[src/sv/sdm_pkg.sv]
// ----------------------------------------------------------------------------
// sdm_pkg
// Shared types, constants and helpers for the scrolling dot-matrix scanner.
// ----------------------------------------------------------------------------
`default_nettype none

package sdm_pkg;

   localparam int COLUMNS   = 64;
   localparam int ROWS      = 8;
   localparam int COL_W     = $clog2(COLUMNS);
   localparam int ROW_W     = 3;
   localparam int PIX_W     = 8;
   localparam int IDX_W     = 6;
   localparam int TICK_W    = 8;
   localparam int CSR_IDX_W = 1;
   localparam int CSR_DAT_W = 8;

   localparam logic [CSR_IDX_W-1:0] CSR_SCROLL_DIR = 1'b0;
   localparam logic [CSR_IDX_W-1:0] CSR_TICKS      = 1'b1;

   localparam logic                 DIR_RESET   = 1'b1;
   localparam logic [TICK_W-1:0]    TICKS_RESET = 8'd2;

   typedef enum logic [1:0] {
      OP_TICK    = 2'd0,
      OP_REFRESH = 2'd1,
      OP_WRITE   = 2'd2
   } opcode_type;

   typedef enum logic [1:0] {
      ST_IDLE,
      ST_FETCH,
      ST_SHOW
   } scan_state_type;

   typedef struct packed {
      opcode_type         opcode;
      logic [IDX_W-1:0]   column_index;
      logic [PIX_W-1:0]   column_bits;
   } req_type;

   typedef struct packed {
      logic [ROW_W-1:0]   row_number;
      logic [PIX_W-1:0]   row_pixels;
      logic               first_row;
      logic               last;
   } rsp_type;

   typedef struct packed {
      logic               wr_en;
      logic [COL_W-1:0]   wr_addr;
      logic [PIX_W-1:0]   wr_data;
      logic               rd_en;
      logic [COL_W-1:0]   rd_addr;
   } mem_req_type;

   // (base + offset) mod COLUMNS, offset below COLUMNS
   function automatic logic [COL_W-1:0] wrap_col(input logic [COL_W-1:0] base,
                                                 input logic [COL_W:0]   offset);
      logic [COL_W:0] sum;
      sum = {1'b0, base} + offset;
      if (sum >= (COL_W+1)'(COLUMNS)) begin
         sum = sum - (COL_W+1)'(COLUMNS);
      end
      return sum[COL_W-1:0];
   endfunction

endpackage

`default_nettype wire

[src/sv/sdm_pattern_mem.sv]
// ----------------------------------------------------------------------------
// sdm_pattern_mem
// Pattern column store: one write port, one read port, registered read data.
// ----------------------------------------------------------------------------
`default_nettype none

module sdm_pattern_mem (
   input  wire logic                        clock,
   input  wire sdm_pkg::mem_req_type        mem_req,
   output      logic [sdm_pkg::PIX_W-1:0]   rd_data
);

   logic [sdm_pkg::PIX_W-1:0] mem [sdm_pkg::COLUMNS];
   logic [sdm_pkg::PIX_W-1:0] rd_data_ff;

   always_ff @(posedge clock) begin
      if (mem_req.wr_en) begin
         mem[mem_req.wr_addr] <= mem_req.wr_data;
      end
      if (mem_req.rd_en) begin
         rd_data_ff <= mem[mem_req.rd_addr];
      end
   end

   assign rd_data = rd_data_ff;

endmodule

`default_nettype wire

[src/sv/sdm_scroll_timer.sv]
// ----------------------------------------------------------------------------
// sdm_scroll_timer
// Tick counter and scroll start column.
// ----------------------------------------------------------------------------
`default_nettype none

module sdm_scroll_timer (
   input  wire logic                         clock,
   input  wire logic                         reset,
   input  wire logic                         tick,
   input  wire logic [sdm_pkg::TICK_W-1:0]   ticks_per_step,
   output      logic [sdm_pkg::COL_W-1:0]    scroll_start
);

   logic [sdm_pkg::TICK_W-1:0] count_ff, count_in;
   logic [sdm_pkg::COL_W-1:0]  start_ff, start_in;
   logic [sdm_pkg::TICK_W:0]   count_next;

   always_comb begin
      count_in   = count_ff;
      start_in   = start_ff;
      count_next = {1'b0, count_ff} + (sdm_pkg::TICK_W+1)'(1);
      if (tick) begin
         if (count_next > {1'b0, ticks_per_step}) begin
            count_in = '0;
            start_in = sdm_pkg::wrap_col(start_ff, (sdm_pkg::COL_W+1)'(1));
         end else begin
            count_in = count_next[sdm_pkg::TICK_W-1:0];
         end
      end
   end

   always_ff @(posedge clock) begin
      if (reset) begin
         count_ff <= '0;
         start_ff <= '0;
      end else begin
         count_ff <= count_in;
         start_ff <= start_in;
      end
   end

   assign scroll_start = start_ff;

endmodule

`default_nettype wire

[src/sv/sdm_frame_scan.sv]
// ----------------------------------------------------------------------------
// sdm_frame_scan
// Request decode, window fetch from the pattern store and row emission.
// ----------------------------------------------------------------------------
`default_nettype none

module sdm_frame_scan (
   input  wire logic                        clock,
   input  wire logic                        reset,
   input  wire logic                        req_valid,
   output      logic                        req_ready,
   input  wire sdm_pkg::req_type            req_data,
   output      logic                        rsp_valid,
   input  wire logic                        rsp_ready,
   output      sdm_pkg::rsp_type            rsp_data,
   input  wire logic                        scroll_dir,
   input  wire logic [sdm_pkg::COL_W-1:0]   scroll_start,
   output      logic                        tick,
   output      sdm_pkg::mem_req_type        mem_req,
   input  wire logic [sdm_pkg::PIX_W-1:0]   rd_data
);

   sdm_pkg::scan_state_type state_ff, state_in;

   logic [sdm_pkg::ROW_W:0]                         fetch_cnt_ff, fetch_cnt_in;
   logic [sdm_pkg::COL_W-1:0]                       start_ff, start_in;
   logic                                            rd_vld_ff, rd_vld_in;
   logic [sdm_pkg::ROW_W-1:0]                       rd_slot_ff, rd_slot_in;
   logic [sdm_pkg::ROWS-1:0][sdm_pkg::PIX_W-1:0]    window_ff;
   logic [sdm_pkg::ROW_W-1:0]                       row_ff, row_in;
   logic                                            rsp_valid_ff, rsp_valid_in;
   sdm_pkg::rsp_type                                rsp_data_ff, rsp_data_in;

   logic                        accept;
   logic                        load;
   logic [sdm_pkg::PIX_W-1:0]   row_byte;

   // horizontal: bit 7-x = bit r of window column x; vertical: column r
   always_comb begin
      row_byte = '0;
      if (scroll_dir) begin
         for (int x = 0; x < sdm_pkg::ROWS; x++) begin
            row_byte[sdm_pkg::PIX_W-1-x] = window_ff[x][row_ff];
         end
      end else begin
         row_byte = window_ff[row_ff];
      end
   end

   always_comb begin
      state_in     = state_ff;
      fetch_cnt_in = fetch_cnt_ff;
      start_in     = start_ff;
      rd_vld_in    = 1'b0;
      rd_slot_in   = rd_slot_ff;
      row_in       = row_ff;
      rsp_valid_in = rsp_valid_ff & ~rsp_ready;
      rsp_data_in  = rsp_data_ff;
      mem_req      = '0;
      tick         = 1'b0;
      req_ready    = (state_ff == sdm_pkg::ST_IDLE);
      accept       = req_valid & req_ready;
      load         = ~rsp_valid_ff | rsp_ready;

      case (state_ff)
         sdm_pkg::ST_IDLE: begin
            if (accept) begin
               case (req_data.opcode)
                  sdm_pkg::OP_TICK: begin
                     tick = 1'b1;
                  end
                  sdm_pkg::OP_WRITE: begin
                     mem_req.wr_en   = ({{sdm_pkg::COL_W{1'b0}}, req_data.column_index}
                                        < (sdm_pkg::COL_W+sdm_pkg::IDX_W)'(sdm_pkg::COLUMNS));
                     mem_req.wr_addr = sdm_pkg::COL_W'(req_data.column_index);
                     mem_req.wr_data = req_data.column_bits;
                  end
                  sdm_pkg::OP_REFRESH: begin
                     start_in        = scroll_start;
                     mem_req.rd_en   = 1'b1;
                     mem_req.rd_addr = scroll_start;
                     rd_vld_in       = 1'b1;
                     rd_slot_in      = '0;
                     fetch_cnt_in    = (sdm_pkg::ROW_W+1)'(1);
                     state_in        = sdm_pkg::ST_FETCH;
                  end
                  default: begin
                  end
               endcase
            end
         end
         sdm_pkg::ST_FETCH: begin
            if (fetch_cnt_ff < (sdm_pkg::ROW_W+1)'(sdm_pkg::ROWS)) begin
               mem_req.rd_en   = 1'b1;
               mem_req.rd_addr = sdm_pkg::wrap_col(start_ff,
                                    (sdm_pkg::COL_W+1)'(fetch_cnt_ff));
               rd_vld_in       = 1'b1;
               rd_slot_in      = fetch_cnt_ff[sdm_pkg::ROW_W-1:0];
               fetch_cnt_in    = fetch_cnt_ff + (sdm_pkg::ROW_W+1)'(1);
            end
            if (rd_vld_ff && (rd_slot_ff == sdm_pkg::ROW_W'(sdm_pkg::ROWS-1))) begin
               row_in   = '0;
               state_in = sdm_pkg::ST_SHOW;
            end
         end
         sdm_pkg::ST_SHOW: begin
            if (load) begin
               rsp_valid_in           = 1'b1;
               rsp_data_in.row_number = row_ff;
               rsp_data_in.row_pixels = row_byte;
               rsp_data_in.first_row  = (row_ff == '0);
               rsp_data_in.last       = (row_ff == sdm_pkg::ROW_W'(sdm_pkg::ROWS-1));
               row_in                 = row_ff + sdm_pkg::ROW_W'(1);
               if (row_ff == sdm_pkg::ROW_W'(sdm_pkg::ROWS-1)) begin
                  state_in = sdm_pkg::ST_IDLE;
               end
            end
         end
         default: begin
            state_in = sdm_pkg::ST_IDLE;
         end
      endcase
   end

   always_ff @(posedge clock) begin
      if (reset) begin
         state_ff     <= sdm_pkg::ST_IDLE;
         fetch_cnt_ff <= '0;
         rd_vld_ff    <= 1'b0;
         rsp_valid_ff <= 1'b0;
         row_ff       <= '0;
      end else begin
         state_ff     <= state_in;
         fetch_cnt_ff <= fetch_cnt_in;
         rd_vld_ff    <= rd_vld_in;
         rsp_valid_ff <= rsp_valid_in;
         row_ff       <= row_in;
      end
   end

   always_ff @(posedge clock) begin
      start_ff    <= start_in;
      rd_slot_ff  <= rd_slot_in;
      rsp_data_ff <= rsp_data_in;
      if (rd_vld_ff) begin
         window_ff[rd_slot_ff] <= rd_data;
      end
   end

   assign rsp_valid = rsp_valid_ff;
   assign rsp_data  = rsp_data_ff;

endmodule

`default_nettype wire

[src/sv/scrolling_dot_matrix_scanner_unit.sv]
// ----------------------------------------------------------------------------
// scrolling_dot_matrix_scanner_unit
// Scrolling 8x8 LED matrix scanner over a 64-column pattern store.
// ----------------------------------------------------------------------------
//
//   channel   direction  handshake              payload
//   req_*     in         req_valid/req_ready    sdm_pkg::req_type
//   rsp_*     out        rsp_valid/rsp_ready    sdm_pkg::rsp_type
//   csr_*     in         csr_we (no wait)       csr_index, csr_wdata
//
// Tick and write requests complete in the cycle they are accepted.
// A refresh reads the eight window columns through the single read port of
// the pattern store, then emits eight rows, one per cycle while rsp_ready
// is high; no new request is accepted until the last row is loaded.
// rsp holds in an output register; a stalled rsp only pauses row emission.
// Synchronous active-high reset clears control and timer and sets the two
// CSRs to their reset values (horizontal scroll, tick setting 2); the
// pattern store is not cleared and reads garbage until written.
//
`default_nettype none

module scrolling_dot_matrix_scanner_unit (
   input  wire logic                              clock,
   input  wire logic                              reset,
   input  wire logic                              req_valid,
   output      logic                              req_ready,
   input  wire sdm_pkg::req_type                  req_data,
   output      logic                              rsp_valid,
   input  wire logic                              rsp_ready,
   output      sdm_pkg::rsp_type                  rsp_data,
   input  wire logic                              csr_we,
   input  wire logic [sdm_pkg::CSR_IDX_W-1:0]     csr_index,
   input  wire logic [sdm_pkg::CSR_DAT_W-1:0]     csr_wdata
);

   // configuration registers
   logic                          scroll_dir_ff, scroll_dir_in;
   logic [sdm_pkg::TICK_W-1:0]    ticks_ff, ticks_in;

   logic                          tick;
   logic [sdm_pkg::COL_W-1:0]     scroll_start;
   sdm_pkg::mem_req_type          mem_req;
   logic [sdm_pkg::PIX_W-1:0]     rd_data;

   always_comb begin
      scroll_dir_in = scroll_dir_ff;
      ticks_in      = ticks_ff;
      if (csr_we) begin
         case (csr_index)
            sdm_pkg::CSR_SCROLL_DIR: scroll_dir_in = csr_wdata[0];
            sdm_pkg::CSR_TICKS:      ticks_in      = csr_wdata[sdm_pkg::TICK_W-1:0];
            default: begin
            end
         endcase
      end
   end

   always_ff @(posedge clock) begin
      if (reset) begin
         scroll_dir_ff <= sdm_pkg::DIR_RESET;
         ticks_ff      <= sdm_pkg::TICKS_RESET;
      end else begin
         scroll_dir_ff <= scroll_dir_in;
         ticks_ff      <= ticks_in;
      end
   end

   // tick counter and scroll position
   sdm_scroll_timer u_timer (
      .clock          (clock),
      .reset          (reset),
      .tick           (tick),
      .ticks_per_step (ticks_ff),
      .scroll_start   (scroll_start)
   );

   // pattern column store
   sdm_pattern_mem u_mem (
      .clock   (clock),
      .mem_req (mem_req),
      .rd_data (rd_data)
   );

   // request decode, window fetch, row output
   sdm_frame_scan u_scan (
      .clock        (clock),
      .reset        (reset),
      .req_valid    (req_valid),
      .req_ready    (req_ready),
      .req_data     (req_data),
      .rsp_valid    (rsp_valid),
      .rsp_ready    (rsp_ready),
      .rsp_data     (rsp_data),
      .scroll_dir   (scroll_dir_ff),
      .scroll_start (scroll_start),
      .tick         (tick),
      .mem_req      (mem_req),
      .rd_data      (rd_data)
   );

   // a refresh occupies the block: no request taken on the next cycle
   a_refresh_blocks: assert property (@(posedge clock) disable iff (reset)
      (req_valid && req_ready && req_data.opcode == sdm_pkg::OP_REFRESH)
      |=> !req_ready)
      else $error("request accepted right after a refresh");

   // strobes follow the row number
   a_first_row: assert property (@(posedge clock) disable iff (reset)
      rsp_valid |-> (rsp_data.first_row == (rsp_data.row_number == '0)))
      else $error("first_row strobe out of step with row number");

   a_last_row: assert property (@(posedge clock) disable iff (reset)
      rsp_valid |-> (rsp_data.last ==
                     (rsp_data.row_number == sdm_pkg::ROW_W'(sdm_pkg::ROWS-1))))
      else $error("last flag out of step with row number");

   // scroll position stays inside the store
   a_start_range: assert property (@(posedge clock) disable iff (reset)
      ({1'b0, scroll_start} < (sdm_pkg::COL_W+1)'(sdm_pkg::COLUMNS)))
      else $error("scroll start beyond column count");

endmodule

`default_nettype wire

[config.mk]
export PLATFORM = sky130hd
export DESIGN_NAME = scrolling_dot_matrix_scanner_unit
export DESIGN_NICKNAME = d
export VERILOG_FILES = /design/src/sv/sdm_pkg.sv /design/src/sv/sdm_pattern_mem.sv /design/src/sv/sdm_scroll_timer.sv /design/src/sv/sdm_frame_scan.sv /design/src/sv/scrolling_dot_matrix_scanner_unit.sv
export SDC_FILE = /design/constraint.sdc
export NUM_CORES = 1
export LEC_CHECK = 0
export BUFFER_PORTS_ARGS = -buffer_cell sky130_fd_sc_hd__buf_4
export CAP_MARGIN = 20
export CORE_MARGIN = 4
export CORE_UTILIZATION = 50
export DETAILED_ROUTE_END_ITERATION = 10
export MAX_ROUTING_LAYER = met4
export PLACE_DENSITY_LB_ADDON = 0.3
export SLEW_MARGIN = 20
export SYNTH_ARGS = -nofsm -noshare
export SYNTH_HDL_FRONTEND = slang
export SYNTH_HIERARCHICAL = 1
export SYNTH_SLANG_ARGS = --single-unit
[constraint.sdc]
create_clock -name clock -period 3.4 [get_ports clock]
set_clock_uncertainty 0.05 [all_clocks]
set_input_delay 0.51 -clock clock [delete_from_list [all_inputs] [get_ports clock]]
set_output_delay 0.51 -clock clock [all_outputs]
set_load 0.02 [all_outputs]
==> results of run 1 <==
## power by group
part	leakage [uW]	switching (uW)	internal (uW)
Combinational	0.00290	283	208
Sequential	0.00661	38.0	8600
Clock	0.000943	2830	3800
Total	0.0104	3150	12600
## logic make-up (layout without fill, tap and decap cells)
group | Yosys count | in the layout | synth area share (%)
flops | 640 | 640 | 72.1
simple gates | 319 | 319 | 5.91
mux | 190 | 190 | 13.9
compound gates | 166 | 166 | 4.64
buf+inv | 100 | 301 | 2.16
fa+ha+maj | 19 | 19 | 0.936
xor+xnor | 12 | 12 | 0.401
other cells | 0 | 1 | 0
## per-stage QoR
step	cells	setup TNS [ps]	setup WS (ps)	hold slack, ps
2_1_floorplan	1446	0	62.5	385
3_3_place_gp	2212	-206	-167	429
3_5_place_dp	2212	-264	-184	439
4_1_cts	2322	0	11.8	113
5_1_grt	2327	0	20.3	132
6_report	2328	0	79.9	154
## repair_timing
item | 4_1_cts | 5_1_grt
pin swaps | 0 | 1
resized for setup | 1 | 2
endpoints found under the hold margin | 0 | 0
setup endpoints to repair | 1 | 3
buffers inserted | 0 | 5
hold buffers | 0 | 0
## worst max path at each step
stage / to / slack (ps) / cells after the start
2_1_floorplan: u_mem/rd_data[3] / 60 / 11
3_3_place_gp: u_mem/rd_data[0] / -170 / 9
3_5_place_dp: u_mem/rd_data[0] / -180 / 9
4_1_cts: u_mem/rd_data[6] / 10 / 9
5_1_grt: u_mem/rd_data[0] / 20 / 9
6_report: u_mem/rd_data[0] / 80 / 9
## per-layer routing
metal,vias to the layer above,track usage (%),wire (um)
li1,6139,-,-
met1,7121,29.1,23800
met2,641,31.4,26600
met3,119,4.20,4510
met4,0,6.42,1650
met5,-,-,0
## cell usage in the layout (no fill, tap or decap), types with 9 or more instances in the layout
| cell | synthesis | final |
|---|---|---|
| and2_1 | 19 | 11 |
| nor3_1 | 12 | 9 |
| mux4_2 | 137 | 137 |
| nor2b_1 | 22 | 22 |
| a21oi_1 | 32 | 32 |
| clkbuf_16 | 0 | 66 |
| nand2b_1 | 24 | 23 |
| inv_1 | 18 | 18 |
| edfxtp_1 | 606 | 606 |
| mux2i_1 | 38 | 38 |
| nand3_1 | 29 | 29 |
| a31oi_1 | 14 | 14 |
| clkinv_1 | 2 | 10 |
| o22ai_1 | 10 | 10 |
| ha_1 | 18 | 18 |
| buf_12 | 2 | 13 |
| nor2_1 | 111 | 111 |
| buf_4 | 16 | 158 |
| a211oi_1 | 10 | 10 |
| mux2_2 | 15 | 15 |
| o21ai_0 | 14 | 14 |
| nand2_1 | 68 | 68 |
| clkbuf_1 | 27 | 19 |
| dfxtp_1 | 34 | 33 |
## sequential cells by signal (all words and copies together) (netlist names)
| signal | flops |
|---|---|
| u_mem/mem | 512 |
| u_scan/rd_vld_ff | 1 |
| u_scan/rd_slot_ff | 3 |
| u_scan/window_ff | 64 |
| u_mem/rd_data | 8 |
| u_timer/count_ff | 8 |
| ticks_ff | 8 |
| scroll_dir_ff | 1 |
| u_scan/start_ff | 6 |
| u_scan/fetch_cnt_ff | 4 |
| u_scan/rsp_valid | 1 |
| u_scan/state_ff | 2 |
| u_timer/scroll_start | 6 |
| u_scan/row_ff | 3 |
| u_scan/rsp_data | 13 |
## critical path: stages, from the launching register on
cell and delay, ps:
edfxtp_1 370, ha_1 230, fa_1 420, xor2_1 230, a22o_4 290, buf_12 230
mux4_2 330, mux2_2 290, a221oi_2 470, o2bb2ai_1 140
## cell type report
class                           instances  area, um2  share of cell area [%]
Sequential cell                       640      18900                    62.9
Antenna cell                            1       2.50                 0.00834
Inverter                               20       75.1                   0.250
Timing Repair Buffer                  171       1450                    4.82
Multi-Input combinational cell        706       6810                    22.7
Clock buffer                           85       1720                    5.74
Clock inverter                         25        218                   0.726
Tap cell                              680        851                    2.84
==> impl_metrics.json, run 1 <==
{
  "grt_pass1_wl_mm": 86.7,
  "r2r-start": "u_scan/start_ff[0]",
  "relSlewSlack_pct": 32.9,
  "tritoncts": "yes",
  "yosysMostFrequentCell": "edfxtp_1",
  "endpoint_kind": "register",
  "vias_per_cell": 6.02,
  "dpl_cell_area_um2": 28000,
  "cts.path.max_buffers": 3,
  "max_freq_ghz": 0.301,
  "finalSetupViolations": 0,
  "irDropWorstVdd_v": 0.000462,
  "synth_nets": 1495,
  "grt_pass1_vias": 14200,
  "ios": 45,
  "status": "finished, final reports clean",
  "synthTopCellsByCount": "edfxtp_1, mux4_2, nor2_1",
  "synth_warnings": 6,
  "grt_overflow": 0,
  "synth.area.top_cells": "edfxtp_1, mux4_2, dfxtp_1",
  "fin_crit_ps": 3320,
  "r2r_setup_slack_ps": 80,
  "yosys.cell_types.count": 70,
  "tightest_slew_ps": 1000,
  "path_clk_slew_ps": 60,
  "grt_setup_unrepaired": "no",
  "syn_inst": 1446,
  "hold_depth": 3,
  "cp-start-kind": "register",
  "wirelength_mm": 56.5,
  "power.leakage_uw": 0.0104,
  "post-route-period-util_pct": 97.7,
  "max-cap-violations": 0,
  "antenna_found_initial": 0,
  "synth_top_area_share_pct": 69.5,
  "start_util_pct": 50.8,
  "grt_max_degree": 65,
  "crit_fanout": 26,
  "rows": 83,
  "fin_util_pct": 58.1,
  "hold_viol": 0,
  "async_flop_share_pct": 0,
  "final_area_um2": 30000,
  "syn_to_final_growth_pct": 14.5,
  "io_buffers": 44,
  "gp_congestion": 0.842,
  "cts_buffers": 66,
  "cts-root-buf": "clkbuf_16",
  "grtUsageTotal_pct": 20.8,
  "synth_ff_type": "edfxtp_1",
  "routedWlPerCell_um": 24.3,
  "critPathKind": "reg2reg",
  "seq_area_frac_synth_pct": 72.1,
  "drtIter0Drc": 1580,
  "reg2regPathDepth": 9,
  "min_from": "csr_wdata[7]",
  "report.final.slew_viol_count": 0,
  "dr.pass1.iters": 5,
  "worstPathRequired_ps": 3680,
  "arrival_ps": 3600,
  "cts_sinks": 640,
  "die_w_um": 237,
  "hpwl_mm": 35.8,
  "fp.dieH_um": 237,
  "synth_edf_count": 606,
  "reg2reg_to": "u_mem/rd_data[0]",
  "fin_nets": 1654,
  "vias": 14000,
  "synth.largest_area_cell": "edfxtp_1",
  "drc": 0,
  "die_area_um2": 56100,
  "final_layout_size_suffix_gt1_share_pct": 26.8,
  "hold_class": "in2reg",
  "fillCellCount": 3733,
  "power.density_nw_per_um2": 525,
  "crit_start": "u_scan/start_ff[0]",
  "htreeDepth": 3,
  "power_uw": 15800,
  "syn_avg_cell_area_um2": 18.1,
  "synth_seq_cells": 640,
  "clkLatencyLatePin_ps": 590,
  "synth_area_um2": 26200,
  "hold_path_end": "ticks_ff[7]",
  "antenna_left": 0,
  "coreArea_um2": 51600
}
(Power assumes the default switching activity.)
==> run 2: changes to the inputs <==
==> constraint.sdc (replaced) <==
create_clock -name clock -period 3 [get_ports clock]
set_clock_uncertainty 0.05 [all_clocks]
set_input_delay 0.45 -clock clock [delete_from_list [all_inputs] [get_ports clock]]
set_output_delay 0.45 -clock clock [all_outputs]
set_load 0.02 [all_outputs]
==> impl_metrics.json, run 2 (synthesis gave the netlist of run 1 again) <==
{
  "gp_congestion": 0.851,
  "clkLatencyLatePin_ps": 590,
  "grt_setup_unrepaired": "yes",
  "io_buffers": 44,
  "status": "complete, but fails checks",
  "tritoncts": "yes",
  "r2r-start": "u_scan/start_ff[0]",
  "max-cap-violations": 0,
  "cpPeakStageDelay_ps": 540,
  "routedWlPerCell_um": 25.3,
  "violations": "setup timing",
  "antenna_left": 0,
  "final_cells": 2420,
  "vias_per_cell": 6.02,
  "syn_to_final_growth_pct": 20.6,
  "finalWorstSetupSlack_ps": -86.0,
  "post-route-period-util_pct": 103,
  "max_freq_ghz": 0.324,
  "ctsHoldBuffers": 0,
  "most-common-layout-cells": "edfxtp_1, buf_4, mux4_2, nor2_1, clkbuf_16",
  "relSlewSlack_pct": 40.6,
  "arrival_ps": 3370,
  "power.leakage_uw": 0.0112,
  "tightest_slew_ps": 890,
  "wirelength_mm": 61.3,
  "grt_max_degree": 65,
  "antenna_found_initial": 0,
  "grt_overflow": 0,
  "regMostFlops": "u_mem/mem",
  "fin_crit_ps": 3090,
  "power.density_nw_per_um2": 585,
  "start_util_pct": 50.8,
  "grt_pass1_wl_mm": 91.8,
  "r2r_setup_slack_ps": -90,
  "hold_path_end": "ticks_ff[4]",
  "final_area_um2": 31600,
  "dp_cells": 2262,
  "report.final.slew_viol_count": 0,
  "cp-start-kind": "register",
  "hpwl_mm": 38.2,
  "cts_sinks": 640,
  "vias": 14600,
  "htreeDepth": 3,
  "path_clk_slew_ps": 60,
  "worstPathRequired_ps": 3280,
  "critPathKind": "reg2reg",
  "finalSetupViolations": 8,
  "fp.dieH_um": 237,
  "cpLargestDelayFamily": "multiplexers",
  "die_area_um2": 56100,
  "cts.path.max_buffers": 3,
  "hold_viol": 0,
  "reg2reg_to": "u_mem/rd_data[1]",
  "drc": 0,
  "antenna_cells": 0,
  "rows": 83,
  "worstPathCellList": "ha_2 -> fa_2 -> a22o_4 -> buf_12 -> buf_6 -> mux4_2 -> mux2_4 -> a221oi_4 -> o2bb2ai_1",
  "hold_class": "in2reg",
  "grtUsageTotal_pct": 22.3,
  "irDropWorstVdd_v": 0.000510,
  "final_layout_size_suffix_gt1_share_pct": 34.4,
  "crit_slowest_cell": "fa_2",
  "grt_pass1_vias": 14700,
  "fillCellCount": 3583,
  "fin_nets": 1741,
  "dpl_cell_area_um2": 28400,
  "crit_fanout": 4,
  "hold_depth": 3,
  "largest_reg_flops": 512,
  "drtIter0Drc": 1377,
  "cts_buffers": 67,
  "min_from": "csr_wdata[4]",
  "power_uw": 18500,
  "cts-root-buf": "clkbuf_16",
  "cp.buffers_inverters": 2,
  "dr.pass1.iters": 7,
  "die_w_um": 237,
  "ios": 45,
  "fin_util_pct": 61.2,
  "coreArea_um2": 51600,
  "reg2regPathDepth": 9,
  "mostFrequentLayoutCell": "edfxtp_1",
  "endpoint_kind": "register"
}
run 2: layout make-up:
class                   count  area [um2]  area share [%]
well taps                 680         851            2.69
flip-flops and latches    640       18900            59.8
clock inverters            32         255           0.808
inverters                  20        75.1           0.238
repair buffers            256        2450            7.76
clock buffers              85        1850            5.85
multi-input cells         707        7240            22.9
run 2: stage by stage:
stage / worst slack (ps) / TNS, ps / hold WS (ps)
5_1_grt: -176 / -1050 / 67.0
6_report: -86.0 / -520 / 80.2
3_5_place_dp: -687 / -3490 / 436
4_1_cts: -92.6 / -525 / 42.8
3_3_place_gp: -671 / -3430 / 420
2_1_floorplan: 2.74 / 0 / 385
run 2: tightest hold or removal path, delay by kind of cell:
family | cells | cell delay (ps)
and+or+nand+nor | 1 | 50
buffers and inverters | 1 | 100
AOI/OAI and AO/OA | 1 | 50
run 2: how the worst max path moves through the flow:
| stage | start | to | slack, ps | depth (start not counted) |
|---|---|---|---|---|
| global route | u_scan/start_ff[0] | u_mem/rd_data[1] | -180 | 10 |
| finish | u_scan/start_ff[0] | u_mem/rd_data[1] | -90 | 9 |
| floorplan | u_scan/state_ff[0] | u_mem/rd_data[7] | 3 | 10 |
| global placement | req_data[15] | u_mem/rd_data[5] | -670 | 10 |
| CTS | u_scan/start_ff[0] | u_mem/rd_data[2] | -90 | 9 |
| detailed placement | req_data[15] | u_mem/rd_data[5] | -690 | 10 |
run 2: power breakdown:
part / switching, uW / internal, uW / total (uW)
registers: 44.2 / 9740 / 9790
clock network: 3300 / 4700 / 7990
logic: 371 / 322 / 693
total: 3710 / 14800 / 18500
run 2: layer usage:
metal | vias up | GRT usage (%) | share of wire (%)
met3 | 127 | 4.81 | 9.2
met4 | 0 | 5.96 | 2.6
met1 | 7413 | 30.5 | 40
met5 | - | - | 0
li1 | 6337 | - | -
met2 | 694 | 34.5 | 48
run 2: timing repair:
action / CTS / global route
gates cloned: 5 / 2
resized for setup: 82 / 31
hold endpoints to repair: 0 / 0
pin swaps: 19 / 17
setup buffers: 14 / 21
setup endpoints to repair: 8 / 63
